==> config.mk <==
export PLATFORM = sky130hd
export DESIGN_NAME = mp2d_cell
export DESIGN_NICKNAME = d
export VERILOG_FILES = /design/src/rtl/core/max_pool_2d_stream_top_defines.svh /design/src/rtl/core/mp2d_pkg.sv /design/src/rtl/core/mp2d_cell.sv
export SDC_FILE = /design/constraint.sdc
export NUM_CORES = 1
export LEC_CHECK = 0
export BUFFER_PORTS_ARGS = -buffer_cell sky130_fd_sc_hd__clkbuf_2
export CAP_MARGIN = 20
export CORE_MARGIN = 10
export CORE_UTILIZATION = 25
export DETAILED_ROUTE_END_ITERATION = 10
export SETUP_SLACK_MARGIN = 0.15
export SYNTH_ARGS = -nofsm -noshare
export SYNTH_HDL_FRONTEND = slang
export SYNTH_SLANG_ARGS = --single-unit
==> constraint.sdc <==
create_clock -name clk -period 34.4 [get_ports clk]
set_clock_uncertainty 0.15 [all_clocks]
set_input_delay 3.44 -clock clk [delete_from_list [all_inputs] [get_ports clk]]
set_output_delay 3.44 -clock clk [all_outputs]
set_load 0.005 [all_outputs]
==> src/rtl/core/max_pool_2d_stream_top_defines.svh <==
// Assertion macros shared by the max pooling RTL.
// No dependencies; the including module supplies clk and arst_n.
`ifndef MAX_POOL_2D_STREAM_TOP_DEFINES_SVH
`define MAX_POOL_2D_STREAM_TOP_DEFINES_SVH

// Same-cycle implication, disabled during reset
`define MP2D_ASSERT_IMP(name, ante, cons, msg) \
	name: assert property (@(posedge clk) disable iff (!arst_n) (ante) |-> (cons)) \
		else $error(msg);

// Next-cycle implication, disabled during reset
`define MP2D_ASSERT_NEXT(name, ante, cons, msg) \
	name: assert property (@(posedge clk) disable iff (!arst_n) (ante) |=> (cons)) \
		else $error(msg);

`endif

==> src/rtl/core/mp2d_pkg.sv <==
// Shared types, constants and helper functions of the max pooling block.
// No dependencies.
package mp2d_pkg;

	localparam int MAX_WIDTH  = 1024;
	localparam int MAX_KERNEL = 8;
	localparam int LINES      = MAX_KERNEL - 1;
	localparam int SAMPLE_W   = 16;
	localparam int IDX_W      = 10;
	localparam int ADDR_W     = $clog2(MAX_WIDTH);
	localparam int SLOT_W     = $clog2(LINES);
	localparam int PAD_MAX    = 4;
	localparam int NJ         = PAD_MAX + 1;
	localparam int JW         = $clog2(NJ);

	typedef logic signed [SAMPLE_W-1:0] sample_t;
	typedef sample_t [MAX_KERNEL-1:0] col_t;

	localparam sample_t PAD_VALUE = {1'b1, {(SAMPLE_W-1){1'b0}}};

	// Windows completed along one axis by the current sample
	typedef struct packed {
		logic [NJ-1:0]    mask;
		logic [NJ-1:0]    fin;
		logic [IDX_W-1:0] base;
	} axis_info_t;

	typedef enum logic [1:0] {
		S_IDLE,
		S_LOAD,
		S_MAX,
		S_EMIT
	} state_t;

	typedef enum logic [2:0] {
		REG_IN_HEIGHT,
		REG_IN_WIDTH,
		REG_POOL_HEIGHT,
		REG_POOL_WIDTH,
		REG_STEP_ROWS,
		REG_STEP_COLS,
		REG_PAD_ROWS,
		REG_PAD_COLS
	} reg_idx_t;

	// True when v is s times a whole number from 0 to 18
	function automatic logic is_multiple(input logic [4:0] v, input logic [3:0] s);
		logic       res;
		logic [8:0] prod;
		res = 1'b0;
		for (int m = 0; m < 19; m++) begin
			prod = 9'(m) * {5'b0, s};
			if (prod == {4'b0, v}) res = 1'b1;
		end
		return res;
	endfunction

	// Lowest set bit at or above start: {found, position}
	function automatic logic [JW:0] find_bit(input logic [NJ-1:0] mask,
			input logic [JW:0] start);
		logic [JW:0] res;
		res = '0;
		for (int j = NJ - 1; j >= 0; j--) begin
			if (mask[j] && (JW'(j) >= start[JW-1:0] || start[JW] == 1'b0 && 1'b0)
					&& ((JW+1)'(j) >= start))
				res = {1'b1, JW'(j)};
		end
		return res;
	endfunction

	// Set bits of mask below position pos
	function automatic logic [JW-1:0] count_below(input logic [NJ-1:0] mask,
			input logic [JW-1:0] pos);
		logic [JW-1:0] cnt;
		cnt = '0;
		for (int j = 0; j < NJ; j++) begin
			if (mask[j] && JW'(j) < pos) cnt = cnt + 1'b1;
		end
		return cnt;
	endfunction

	// Line slot that holds the row k rows above the current one
	function automatic logic [SLOT_W-1:0] slot_back(input logic [SLOT_W-1:0] slot,
			input logic [SLOT_W-1:0] k);
		logic [SLOT_W:0] s;
		s = {1'b0, slot} + (SLOT_W+1)'(LINES) - {1'b0, k};
		if (s >= (SLOT_W+1)'(LINES)) s = s - (SLOT_W+1)'(LINES);
		return s[SLOT_W-1:0];
	endfunction

endpackage

==> src/rtl/core/mp2d_cell.sv <==
// One column cell of the window chain: holds a column, gives its masked maximum.
// Depends on mp2d_pkg.
module mp2d_cell (
	input  logic              clk,
	input  logic              shift_en,
	input  logic              cap_en,
	input  mp2d_pkg::col_t    col_in,
	input  logic [3:0]        rlim,
	output mp2d_pkg::col_t    col_out,
	output mp2d_pkg::sample_t colmax
);
	import mp2d_pkg::*;

	col_t    col_q;
	sample_t colmax_q;
	sample_t m;

	// Take the neighbor's column
	always_ff @(posedge clk) begin
		if (shift_en) col_q <= col_in;
	end

	// Maximum over the newest rlim rows
	always_comb begin
		m = PAD_VALUE;
		for (int i = 0; i < MAX_KERNEL; i++) begin
			if (4'(i) < rlim && col_q[i] > m) m = col_q[i];
		end
	end

	always_ff @(posedge clk) begin
		if (cap_en) colmax_q <= m;
	end

	assign col_out = col_q;
	assign colmax  = colmax_q;

endmodule

### Yosys cells after proc, flatten, opt, wreduce, memory -nomap -nowiden

Cells that the tools add are included.

* $lt $le $gt $ge: 16
* muxes and demuxes: 8
* reductions and logical operators: 8

Operator list (number)
* 2-to-1 mux 16 bit: 8
* greater-than comparator 16 bit: 7
* greater-than comparator 16 bit, second input constant: 1
* < comparator 3 x 4 -> 1 bit, first input constant: 4
* logical AND 1 bit: 8
* < comparator 1 x 4 -> 1 bit, first input constant: 2
* < comparator 2 x 4 -> 1 bit, first input constant: 2

* register bits after elaboration: 144
* output and inout port bits: 144
* input port bits: 135
* word-level logic and storage cells: 41

### Logic depth before layout (Yosys ltp)

Gate-level depths: netlist of run 1.

* depth after elaboration: 24
* mapped depth: 100
* mapped depth without buffers: 89

### Worst setup path before layout of run 1

OpenSTA, ideal clock, no wires.

* path kind: input port to flip-flop
* from: in rlim[3]
* to: reg colmax_q[10] (netlist: colmax[10]), data pin
* path slack: 13.972 ns
* arrival: 20.002 ns
* library setup time: 0.276 ns
* required time: 33.974 ns
* buffers on the path: 12
* stages: 91
* cell sequence: or2_2 nor3_1 a31oi_1 clkbuf_1 nand2_1 ha_1 a21oi_1 o21ai_0 a2111oi_0 a21oi_1 nor2_1 clkbuf_1 o21ai_0 inv_1 ha_1 a21o_1 a21o_1 a21o_1 (+55 left out) a211o_1 o211a_2 o21ai_4 buf_6 mux2i_1 ha_1 a21o_1 a21oi_1 o21ai_0 a21oi_1 o21ai_0 a221o_1 a2111oi_0 a21oi_1 o211ai_1 buf_1 clkbuf_1 mux2i_1

* cells in the longest elaborated chain, start to end: 24
* elaborated cells between the ends (all ways): 31
* those cells by class: order compare: 15; mux: 8; reduce/logical: 8

Ends and longest elaborated chain
* from (decl): RTL line mp2d_cell.sv:8 `input logic [3:0] rlim,`
* < comparator 1 x 4 -> 1 bit: RTL line mp2d_cell.sv:27 `if (4'(i) < rlim && col_q[i] > m) m = col_q[i];`
* logical AND 1 bit: RTL line mp2d_cell.sv:27
* 2-to-1 mux 16 bit: RTL line mp2d_cell.sv:27
* greater-than comparator 16 bit: RTL line mp2d_cell.sv:27
* logical AND 1 bit: RTL line mp2d_cell.sv:27
* 2-to-1 mux 16 bit: RTL line mp2d_cell.sv:27
* greater-than comparator 16 bit: RTL line mp2d_cell.sv:27
* logical AND 1 bit: RTL line mp2d_cell.sv:27
* (+9 left out)
* 2-to-1 mux 16 bit: RTL line mp2d_cell.sv:27
* greater-than comparator 16 bit: RTL line mp2d_cell.sv:27
* logical AND 1 bit: RTL line mp2d_cell.sv:27
* 2-to-1 mux 16 bit: RTL line mp2d_cell.sv:27
* greater-than comparator 16 bit: RTL line mp2d_cell.sv:27
* logical AND 1 bit: RTL line mp2d_cell.sv:27
* 2-to-1 mux 16 bit (*): RTL line mp2d_cell.sv:27
* net m[10]: RTL line mp2d_cell.sv:16 `sample_t m;`
* to (signal assigned): RTL line mp2d_cell.sv:32 `if (cap_en) colmax_q <= m;`
* to (decl): RTL line mp2d_cell.sv:15 `sample_t colmax_q;`

The timed path passes the listed nets; every way through them passes the cells marked *.
A chain may end at the register's enable or synchronous reset.

### Worst setup path in the final report of run 1

* from: in rlim[3]
* to: reg colmax_q[0] (netlist: colmax[0]), data pin

Same word-level chain as after synthesis.

==> reports/summary.txt, run 1 <==
OUTCOME
----------------------------------------------------------------------------------------
Result of the run ......................................................... finished, final reports clean

PLACE
----------------------------------------------------------------------------------------
Placed standard-cell area .................................................  10800 sq um
Worst setup slack after placement .........................................     11.62 ns
Number of placed instances with taps included .............................         1538
Detailed placer's ending HPWL .............................................     25000 um
Final RePlAce weighted congestion .........................................        0.861
Input/output buffers ......................................................          278

CLOCKING
----------------------------------------------------------------------------------------
Hold buffer count at cts ..................................................            0
Worst skew pair latency ...................................................      0.45 ns
H-tree depth ..............................................................            4
Maximum clock insertion buffer count ......................................            2
Clock tree from TritonCTS .................................................         done
Num Clock Sinks ...........................................................          144
Post-CTS Setup Repair Bufs ................................................            0
Clock buffers created by TritonCTS ........................................           17
CTS-repair resized insts ..................................................            0
Clock slew seen by the registers of the worst setup and hold paths ........      0.06 ns
Clock tree root buffer cell ...............................................    clkbuf_16

LOGIC SYNTHESIS
----------------------------------------------------------------------------------------
Sequential element share of the synthesized area ..........................        0.487
Register bit total from synthesis .........................................          144
Synthesized area divided by synthesized cell count ........................   10.8 sq um
Dominant synthesized flop cell ............................................     edfxtp_1
Unique masters post-synth .................................................           67
Summed instance area of the synthesized netlist ...........................   8880 sq um
Synth area leaders ........................................................ edfxtp_1 49%, ha_1 14%, a21oi_1 4.2%
FFs w/ async S/R, synth ...................................................            0
Cell type with the largest total area after synthesis .....................     edfxtp_1
Share of Yosys cell area claimed by the top area cell type ................        0.487
Post-synthesis instance total .............................................          819
Post-synth EDFFs ..........................................................          144
Total of warnings raised by yosys .........................................            0
Post-Syn Nets .............................................................         1056

LAYOUT
----------------------------------------------------------------------------------------
Area of all placed cells without fillers ..................................  11400 sq um
P&R area growth vs syn ....................................................        28.2%
Share of post-route cells with drive strength above 1 .....................        0.303
Number of inserted filler cells in the final layout .......................         3548
Final core utilization ....................................................        0.327
Post-layout nets ..........................................................         1340
Final non-filler cell total ...............................................         1572

WORST HOLD PATH
----------------------------------------------------------------------------------------
Startpoint of the most critical hold path ................................. col_out[112]
Path type of the worst min-delay path .....................................   reg -> reg

STA
----------------------------------------------------------------------------------------
Portion of the clock cycle consumed by the worst path in the final layout .        0.649
Endpoints failing hold ....................................................            0
Pin slew with the least headroom to its limit .............................      1.01 ns
Worst setup slack after layout ............................................     12.07 ns
Worst slew margin relative to its limit ...................................        0.327
Number of failing setup endpoints in the final timing report ..............            0
Max-slew violation count ..................................................            0
Post-route minimum period .................................................     22.33 ns
Maximum operating frequency ...............................................     44.8 MHz
Sum Neg Setup Slack .......................................................         0 ns
Hold_ws ...................................................................     0.509 ns
Setup repair after global routing missed its margin .......................        false

SETUP PATH
----------------------------------------------------------------------------------------
CP Launch Type ............................................................ primary input
Critical path data arrival time ...........................................     22.38 ns
Critical path required time ...............................................     34.44 ns
Register-to-register setup slack ..........................................     14.81 ns
CP endpoint ...............................................................    colmax[0]
CP startpoint .............................................................      rlim[3]
Destination of the worst register-to-register timing path .................    colmax[0]
Largest stage delay, worst path ...........................................      0.53 ns
Critical-path top delay cell ..............................................      o21ai_4
Worst-path fanout max .....................................................           30
Nature of the critical path endpoint ......................................         flop
Depth of the worst register-to-register path ..............................           80
Crit Reg-Reg Startpoint ...................................................  col_out[11]
Setup CP Type .............................................................    in -> reg

DRT
----------------------------------------------------------------------------------------
Detailed Routing Iterations Pass 1 ........................................            5
Average detailed-routed wire length per instance ..........................      19.1 um
Drt drc ...................................................................            0
DRT iter0 DRCs ............................................................          387
Via-to-Cell Ratio .........................................................         4.63
Antenna-violating nets left ...............................................            0
Total detailed-routing wirelength .........................................     30000 um
Via total after detailed routing ..........................................         7274

GRT
----------------------------------------------------------------------------------------
Overall Global Routing Usage ..............................................        0.135
First-pass GRT wire length ................................................     44600 um
Largest net degree at the start of global routing .........................           74
Aggregate global routing overflow .........................................            0
Vias in the first global route ............................................         7639
Number of antenna violations at the first check in global routing .........            2

FLOW RUN
----------------------------------------------------------------------------------------
Max-cap violations ........................................................            0

FLOORPLANNING
----------------------------------------------------------------------------------------
Cell row count ............................................................           68
# IOs .....................................................................          279
Area of the core region ...................................................  34800 sq um
Overall die height ........................................................       209 um
Die area ..................................................................  43500 sq um
Horiz. Die Dim ............................................................       209 um
Starting Density ..........................................................        0.255

PWR
----------------------------------------------------------------------------------------
Final total power .........................................................       892 uW
IR Drop Worst-Case VDD ....................................................  0.0000450 V
Standby leakage power .....................................................      5.34 nW
Power density over cell area .............................................. 78.3 nW/um^2

[power by group]
| group | internal [mW] | total, mW | switching (mW) | leakage (nW) |
|---|---|---|---|---|
| clock network | 0.107 | 0.189 | 0.0813 | 0.272 |
| registers | 0.226 | 0.245 | 0.0197 | 1.41 |
| logic | 0.196 | 0.458 | 0.262 | 3.65 |
| total | 0.529 | 0.892 | 0.363 | 5.34 |
[final cells by class]
class | count | area (sq um) | share of cell area
Clock buffer | 17 | 425 | 0.0374
Inverter | 87 | 327 | 0.0287
Antenna cell | 2 | 5.00 | 0.000439
Multi-Input combinational cell | 571 | 4150 | 0.365
Tap cell | 455 | 569 | 0.0500
Clock inverter | 14 | 158 | 0.0138
Timing Repair Buffer | 282 | 1430 | 0.125
Sequential cell | 144 | 4320 | 0.380
[routing by layer]
metal,vias to the layer above,share of wire,track usage
met5,-,0,0
met4,0,0.021,0.0516
met3,28,0.044,0.0341
met2,178,0.52,0.237
met1,3452,0.42,0.153
li1,3616,-,-
[registers in the layout (all words and copies together) (netlist names)]
register,flops
col_out,128
colmax,16
[Yosys cell counts, types with 11 or more instances]
| cell type | instances |
|---|---|
| inv_1 | 87 |
| o21ai_0 | 44 |
| mux2i_1 | 34 |
| a21o_1 | 24 |
| ha_1 | 102 |
| nor2b_1 | 13 |
| nand3_1 | 12 |
| edfxtp_1 | 144 |
| nand4_1 | 14 |
| nand2_1 | 64 |
| nor2_1 | 58 |
| a21oi_1 | 74 |
| nor3_1 | 11 |
| clkbuf_1 | 13 |
[layout by cell type, fill, tap and decap left out, types with 6 or more instances in the layout]
master,instances
a211oi_1,6
a21o_1,24
a21oi_1,74
and2_1,6
and3_1,9
clkbuf_16,17
clkbuf_2,277
edfxtp_1,144
ha_1,102
inv_1,87
mux2_2,10
mux2i_1,34
nand2_1,64
nand2b_1,10
nand3_1,12
nand4_1,14
nor2_1,58
nor2b_1,13
nor3_1,11
o21ai_0,44
[cells by family (layout without fill, tap and decap cells)]
logic type | Yosys count | in the layout | synth area share
and+or+nand+nor | 225 | 225 | 0.127
DFF | 144 | 144 | 0.487
xor gates and xnor gates | 4 | 4 | 0.00394
muxes | 47 | 47 | 0.0558
adders and majority gates | 103 | 103 | 0.145
AOI/OAI and AO/OA | 192 | 192 | 0.136
buffers and inverters | 104 | 400 | 0.0458
other | 0 | 2 | 0
[critical path: cells and delay by family]
kind            cells  cell delay, ns
compound gates     33            7.88
simple gates       28            6.05
fa+ha+maj           7            2.22
mux                 5            1.56
buf+inv             8            1.22
[worst min-delay path by stage]
| stage | cells past startpoint | endpoint | slack [ns] |
|---|---|---|---|
| floorplan | 1 | colmax[0] | 0.45 |
| global placement | 1 | colmax[0] | 0.50 |
| detailed placement | 1 | colmax[0] | 0.50 |
| CTS | 1 | colmax[0] | 0.52 |
| global route | 1 | colmax[0] | 0.52 |
| finish | 1 | colmax[0] | 0.51 |
No activity file was read; power rests on OpenSTA's default activity.
==> run 2: changes to the inputs <==
clock period = 19.45 ns   (was 34.4 ns; I/O delays follow)
==> run 2 against run 1 <==
Against the previous run:
- core utilization rose by 1.6 points
- global-route usage increased by 0.19 points
- via count increased by 3.8%
- wire length up 5.2%
- sequential power is 77% higher
- register-to-register slack got worse by 13 ns
- critical path type unchanged
- critical endpoint is now colmax[3]
- largest cell class is now multi-input gates
==> reports/summary.txt, run 2 (synthesis results as in run 1) <==
STA
----------------------------------------------------------------------------------------
Pin slew with the least headroom to its limit .............................     0.945 ns   -0.0647 ns
Worst slew margin relative to its limit ...................................        0.370   +0.0431
Hold_ws ...................................................................     0.525 ns   +0.0165 ns
Maximum operating frequency ...............................................     54.5 MHz
Worst setup slack after layout ............................................      1.11 ns   -10.96 ns
Endpoints failing hold ....................................................            0   unchanged
Number of failing setup endpoints in the final timing report ..............            0   unchanged
Portion of the clock cycle consumed by the worst path in the final layout .        0.943
Post-route minimum period .................................................     18.34 ns
Max-slew violation count ..................................................            0   unchanged
Setup repair after global routing missed its margin .......................        false

SETUP PATH
----------------------------------------------------------------------------------------
CP startpoint .............................................................      rlim[3]
Family with the most delay on the worst path .............................. compound AO/OA/AOI/OAI gates
CP Launch Type ............................................................ primary input
Critical path required time ...............................................     19.58 ns   -14.86 ns
Setup CP Type .............................................................    in -> reg
Crit Reg-Reg Startpoint ...................................................   col_out[0]
Most used cell, CP ........................................................      a21oi_1
Sum of buffers and inverters on the critical path .........................           11   +3
Largest stage delay, worst path ...........................................      0.52 ns   about the same
Worst-path fanout max .....................................................           21   -30%
Critical path data arrival time ...........................................     18.47 ns   -3.91 ns
Nature of the critical path endpoint ......................................         flop
Critical-path top delay cell ..............................................        or4_1

GRT
----------------------------------------------------------------------------------------
Aggregate global routing overflow .........................................            0   unchanged
Largest net degree at the start of global routing .........................           71   -4.1%
First-pass GRT wire length ................................................     45500 um   +2.0%
Overall Global Routing Usage ..............................................        0.137   +0.00194
Number of antenna violations at the first check in global routing .........            3   +1
Vias in the first global route ............................................         7447   -2.5%

PLACE
----------------------------------------------------------------------------------------
Detailed placer's ending HPWL .............................................     25400 um   +1.6%
Placed standard-cell area .................................................  10900 sq um   +0.95%
Worst setup slack after placement .........................................    -0.557 ns   -12.18 ns
Input/output buffers ......................................................          278   unchanged
Final RePlAce weighted congestion .........................................        0.856   -0.57%

LAYOUT
----------------------------------------------------------------------------------------
Most frequent cells in the layout ......................................... 277 x clkbuf_2, 144 x edfxtp_1, 100 x ha_1
Share of post-route cells with drive strength above 1 .....................        0.357   +0.0536
Area of all placed cells without fillers ..................................  11900 sq um   +4.9%
P&R area growth vs syn ....................................................        34.4%
Most common cell after layout, fill and taps aside ........................     clkbuf_2
Largest register FFs ......................................................          128   unchanged
Number of inserted filler cells in the final layout .......................         3518   -0.85%
Post-layout nets ..........................................................         1377   +2.8%

DRT
----------------------------------------------------------------------------------------
Detailed Routing Iterations Pass 1 ........................................            5   unchanged
Total detailed-routing wirelength .........................................     31600 um   +5.2%
DRT iter0 DRCs ............................................................          421   +8.8%
Drt drc ...................................................................            0   unchanged
Via total after detailed routing ..........................................         7549   +3.8%
Via-to-Cell Ratio .........................................................         4.69   +1.5%
Antenna-violating nets left ...............................................            0   unchanged
Average detailed-routed wire length per instance ..........................      19.6 um   +2.9%

FLOORPLANNING
----------------------------------------------------------------------------------------
Horiz. Die Dim ............................................................       209 um   unchanged
Die area ..................................................................  43500 sq um   unchanged
Starting Density ..........................................................        0.255   unchanged
Cell row count ............................................................           68   unchanged
Area of the core region ...................................................  34800 sq um   unchanged
# IOs .....................................................................          279   unchanged
Overall die height ........................................................       209 um   unchanged

PWR
----------------------------------------------------------------------------------------
Standby leakage power .....................................................      5.57 nW   +4.3%
Final total power .........................................................      1.73 mW   +94%
IR Drop Worst-Case VDD ....................................................  0.0000768 V   +71%
Power density over cell area ..............................................  145 nW/um^2   +85%

WORST HOLD PATH
----------------------------------------------------------------------------------------
Startpoint of the most critical hold path ................................. col_out[119]
Path type of the worst min-delay path .....................................   reg -> reg

CLOCKING
----------------------------------------------------------------------------------------
Clock tree root buffer cell ...............................................    clkbuf_16
Clock tree from TritonCTS .................................................         done
Maximum clock insertion buffer count ......................................            2   unchanged
H-tree depth ..............................................................            4   unchanged
Clock slew seen by the registers of the worst setup and hold paths ........      0.07 ns   about the same
Num Clock Sinks ...........................................................          144   unchanged
Worst skew pair latency ...................................................      0.44 ns   about the same
Clock buffers created by TritonCTS ........................................           17   unchanged

OUTCOME
----------------------------------------------------------------------------------------
Result of the run ......................................................... finished, final reports clean

FLOW RUN
----------------------------------------------------------------------------------------
Max-cap violations ........................................................            0   unchanged

-- run 2: final timing paths --
check / cells after the start / slack, ns / to
max: 85 / 1.11 / colmax[3]
min: 2 / 0.52 / colmax[7]
max reg2reg: 83 / 2.01 / colmax[3]
min reg2reg: 2 / 0.52 / colmax[7]
-- run 2: final cells by class --
type | count | area, sq um | share of cell area
Clock inverter | 14 | 148 | 0.0124
Clock buffer | 17 | 425 | 0.0356
Timing Repair Buffer | 312 | 1680 | 0.141
Sequential cell | 144 | 4320 | 0.362
Multi-Input combinational cell | 578 | 4470 | 0.374
Inverter | 87 | 327 | 0.0273
Antenna cell | 1 | 2.50 | 0.000209
Tap cell | 455 | 569 | 0.0477
-- run 2: per-layer routing --
layer	track usage	routed length (um)	vias up
li1	-	-	3703
met1	0.159	13500	3605
met2	0.244	16200	211
met3	0.0312	1450	26
met4	0.0379	523	4
met5	0	14	-
-- run 2: timing repair --
action | in CTS | in global routing
setup buffers | 0 | 19
endpoints found under the setup margin | 16 | 16
resized for setup | 3 | 69
pin swaps | 0 | 21
hold buffers | 0 | 0
cloned | 0 | 7
-- run 2: through the flow --
step	instances	setup TNS, ns	util
after detailed placement	1550	-8.56	0.313
after global placement	1550	-4.29	0.313
after global routing	1608	0	0.343
after CTS	1581	0	0.330
after floorplan	819	0	-
final	1608	0	0.343
-- run 2: tightest hold or removal path: stages, from the launching register on --
cell and delay (ns):
edfxtp_1 0.39, inv_1 0.05, mux2i_1 0.11
-- run 2: report_power, final --
part           internal (mW)  total, mW  switching (mW)
combinational          0.441      0.964           0.524
clock                  0.180      0.333           0.153
sequential             0.399      0.434          0.0349
total                   1.02       1.73           0.712
==> run 3: changes to the inputs <==
CORE_ASPECT_RATIO = 1.4   (was unset)
RECOVER_POWER = 50   (was unset)
==> run 3 against run 2 <==
Against the previous run:
- the run now ends with max-capacitance violations, max-slew violations left
- sequential power hardly changed
- first-iteration DRC count decreased by 5.0%
- setup slack lost 0.057 ns
- largest power group unchanged
- highest routed layer unchanged
==> reports/summary.txt, run 3 (synthesis results as in run 1) <==
LAYOUT
----------------------------------------------------------------------------------------
Area of all placed cells without fillers ..................................  11800 sq um   -1.5%
Most common cell after layout, fill and taps aside ........................     clkbuf_2
Share of post-route cells with drive strength above 1 .....................        0.328   -0.0284
Largest register FFs ......................................................          128   unchanged
Post-layout nets ..........................................................         1366   -0.80%
P&R area growth vs syn ....................................................        32.4%
Most frequent cells in the layout ......................................... 263 x clkbuf_2, 144 x edfxtp_1, 101 x ha_1

SETUP PATH
----------------------------------------------------------------------------------------
Nature of the critical path endpoint ......................................         flop
Crit Reg-Reg Startpoint ...................................................  col_out[11]
Critical path data arrival time ...........................................     18.53 ns   +0.06 ns
Largest stage delay, worst path ...........................................      0.51 ns   about the same
Register-to-register setup slack ..........................................      2.15 ns   +0.14 ns
Critical path required time ...............................................     19.58 ns   about the same
Worst-path fanout max .....................................................           24   +14%
CP Launch Type ............................................................ primary input
Critical-path top delay cell ..............................................        or4_1
Destination of the worst register-to-register timing path .................    colmax[8]
Depth of the worst register-to-register path ..............................           81   -2.4%
Setup CP Type .............................................................    in -> reg
CP startpoint .............................................................      rlim[3]
Most used cell, CP ........................................................      a21oi_1

GRT
----------------------------------------------------------------------------------------
Number of antenna violations at the first check in global routing .........            3   unchanged
First-pass GRT wire length ................................................     43400 um   -4.7%
Aggregate global routing overflow .........................................            0   unchanged
Vias in the first global route ............................................         7615   +2.3%
Overall Global Routing Usage ..............................................        0.132   -0.00443
Largest net degree at the start of global routing .........................           69   -2.8%

CLOCKING
----------------------------------------------------------------------------------------
Clock slew seen by the registers of the worst setup and hold paths ........      0.07 ns   about the same
Hold buffer count at cts ..................................................            0   unchanged
Num Clock Sinks ...........................................................          144   unchanged
Maximum clock insertion buffer count ......................................            2   unchanged
Clock buffers created by TritonCTS ........................................           17   unchanged
H-tree depth ..............................................................            4   unchanged
Clock tree from TritonCTS .................................................         done
Worst skew pair latency ...................................................      0.45 ns   about the same
Clock tree root buffer cell ...............................................    clkbuf_16

DRT
----------------------------------------------------------------------------------------
Total detailed-routing wirelength .........................................     30600 um   -3.2%
Detailed Routing Iterations Pass 1 ........................................            5   unchanged
Drt drc ...................................................................            0   unchanged
Average detailed-routed wire length per instance ..........................      19.1 um   -2.8%
DRT iter0 DRCs ............................................................          400   -5.0%
Via total after detailed routing ..........................................         7532   -0.23%
Antenna-violating nets left ...............................................            0   unchanged
Via-to-Cell Ratio .........................................................         4.71   +0.27%

STA
----------------------------------------------------------------------------------------
Endpoints failing hold ....................................................            0   unchanged
Sum Neg Setup Slack .......................................................         0 ns   unchanged
Max-slew violation count ..................................................           62   +62
Portion of the clock cycle consumed by the worst path in the final layout .        0.946   +0.00292
Number of failing setup endpoints in the final timing report ..............            0   unchanged
Worst slew margin relative to its limit ...................................        -1.28   -1.65
Setup repair after global routing missed its margin .......................        false
Maximum operating frequency ...............................................     54.4 MHz   -0.31%
Post-route minimum period .................................................     18.40 ns   +0.0568 ns
Pin slew with the least headroom to its limit .............................      3.41 ns   +2.47 ns

PWR
----------------------------------------------------------------------------------------
Power density over cell area ..............................................  142 nW/um^2   -2.1%
IR Drop Worst-Case VDD ....................................................  0.0000701 V   -8.7%
Standby leakage power .....................................................      5.45 nW   -2.0%

WORST HOLD PATH
----------------------------------------------------------------------------------------
Hold EP ...................................................................   colmax[13]
Worst Hold Depth ..........................................................            2   unchanged
Path type of the worst min-delay path .....................................   reg -> reg
Startpoint of the most critical hold path ................................. col_out[125]

FLOORPLANNING
----------------------------------------------------------------------------------------
Starting Density ..........................................................        0.253   -0.00195
Overall die height ........................................................       243 um   +17%
Horiz. Die Dim ............................................................       179 um   -14%
Area of the core region ...................................................  35100 sq um   +0.77%
# IOs .....................................................................          279   unchanged
Die area ..................................................................  43600 sq um   +0.24%
Cell row count ............................................................           81   +19%

OUTCOME
----------------------------------------------------------------------------------------
Result of the run ......................................................... finished, violations left
Violations in the final reports ........................................... max-capacitance violations, max-slew violations

PLACE
----------------------------------------------------------------------------------------
Placed standard-cell area .................................................  10900 sq um   +0.24%
Input/output buffers ......................................................          278   unchanged
Final RePlAce weighted congestion .........................................        0.890   +3.9%
Detailed placer's ending HPWL .............................................     25100 um   -0.96%

FLOW RUN
----------------------------------------------------------------------------------------
Max-cap violations ........................................................            1   +1

run 3: cell count changes in the layout (fill, tap and decap cells not counted), moves of 3 or more:
cell / delta
o21ai_2: -3
a21oi_2: +3
nand2_1: +4
clkbuf_2: -14
o21ai_0: +3
nand2_2: -4
clkinv_4: +3
a21oi_1: -4
clkbuf_1: +16
inv_8: -3
buf_4: -9
run 3: report_power, final:
group	total, mW	internal (mW)	switching (mW)
Combinational	0.903	0.403	0.500
Clock	0.333	0.190	0.143
Sequential	0.434	0.399	0.0342
Total	1.67	0.993	0.677
run 3: area by class of cell:
class	count	area, sq um
fillers	3645	23300
multi-input cells	576	4370
flip-flops and latches	144	4320
repair buffers	303	1580
well taps	456	571
clock buffers	18	429
inverters	87	327
clock inverters	14	155
diodes	2	5.00
run 3: metal layers:
layer / GRT usage / wire, um
met3: 0.0499 / 2830
met2: 0.228 / 15300
met1: 0.147 / 12000
met5: 0 / 13
met4: 0.0375 / 413
run 3: per-stage QoR:
stage	util	setup WS [ns]	power, mW	hold WS (ns)	std cells
2_1_floorplan	-	0.517	1.03	0.453	819
3_3_place_gp	0.311	-0.0310	1.25	0.504	1556
6_report	0.336	1.05	1.67	0.522	1600
5_1_grt	0.335	0.133	1.82	0.540	1598
3_5_place_dp	0.311	-0.384	1.27	0.512	1556
4_1_cts	0.328	0.194	1.61	0.524	1588
run 3: timing repair:
item	in CTS	in global routing
pin swaps	0	11
gates resized for setup	1	52
setup buffers	0	5
setup endpoints to repair	16	16
cloned	0	5
hold endpoints to repair	0	0
run 3: how the worst max path moves through the flow:
stage | end | slack, ns | cells past startpoint
CTS | colmax[7] | 0.19 | 77
finish | colmax[8] | 1.05 | 82
detailed placement | colmax[7] | -0.38 | 77
floorplan | colmax[10] | 0.52 | 91
global placement | colmax[0] | -0.03 | 83
global route | colmax[7] | 0.13 | 84
run 3: critical path, delay by kind of cell:
| kind | cells | cell delay, ns |
|---|---|---|
| muxes | 3 | 0.81 |
| and+or+nand+nor | 30 | 5.43 |
| buffers and inverters | 10 | 1.45 |
| adders and majority gates | 7 | 2.02 |
| AOI/OAI and AO/OA | 32 | 6.78 |
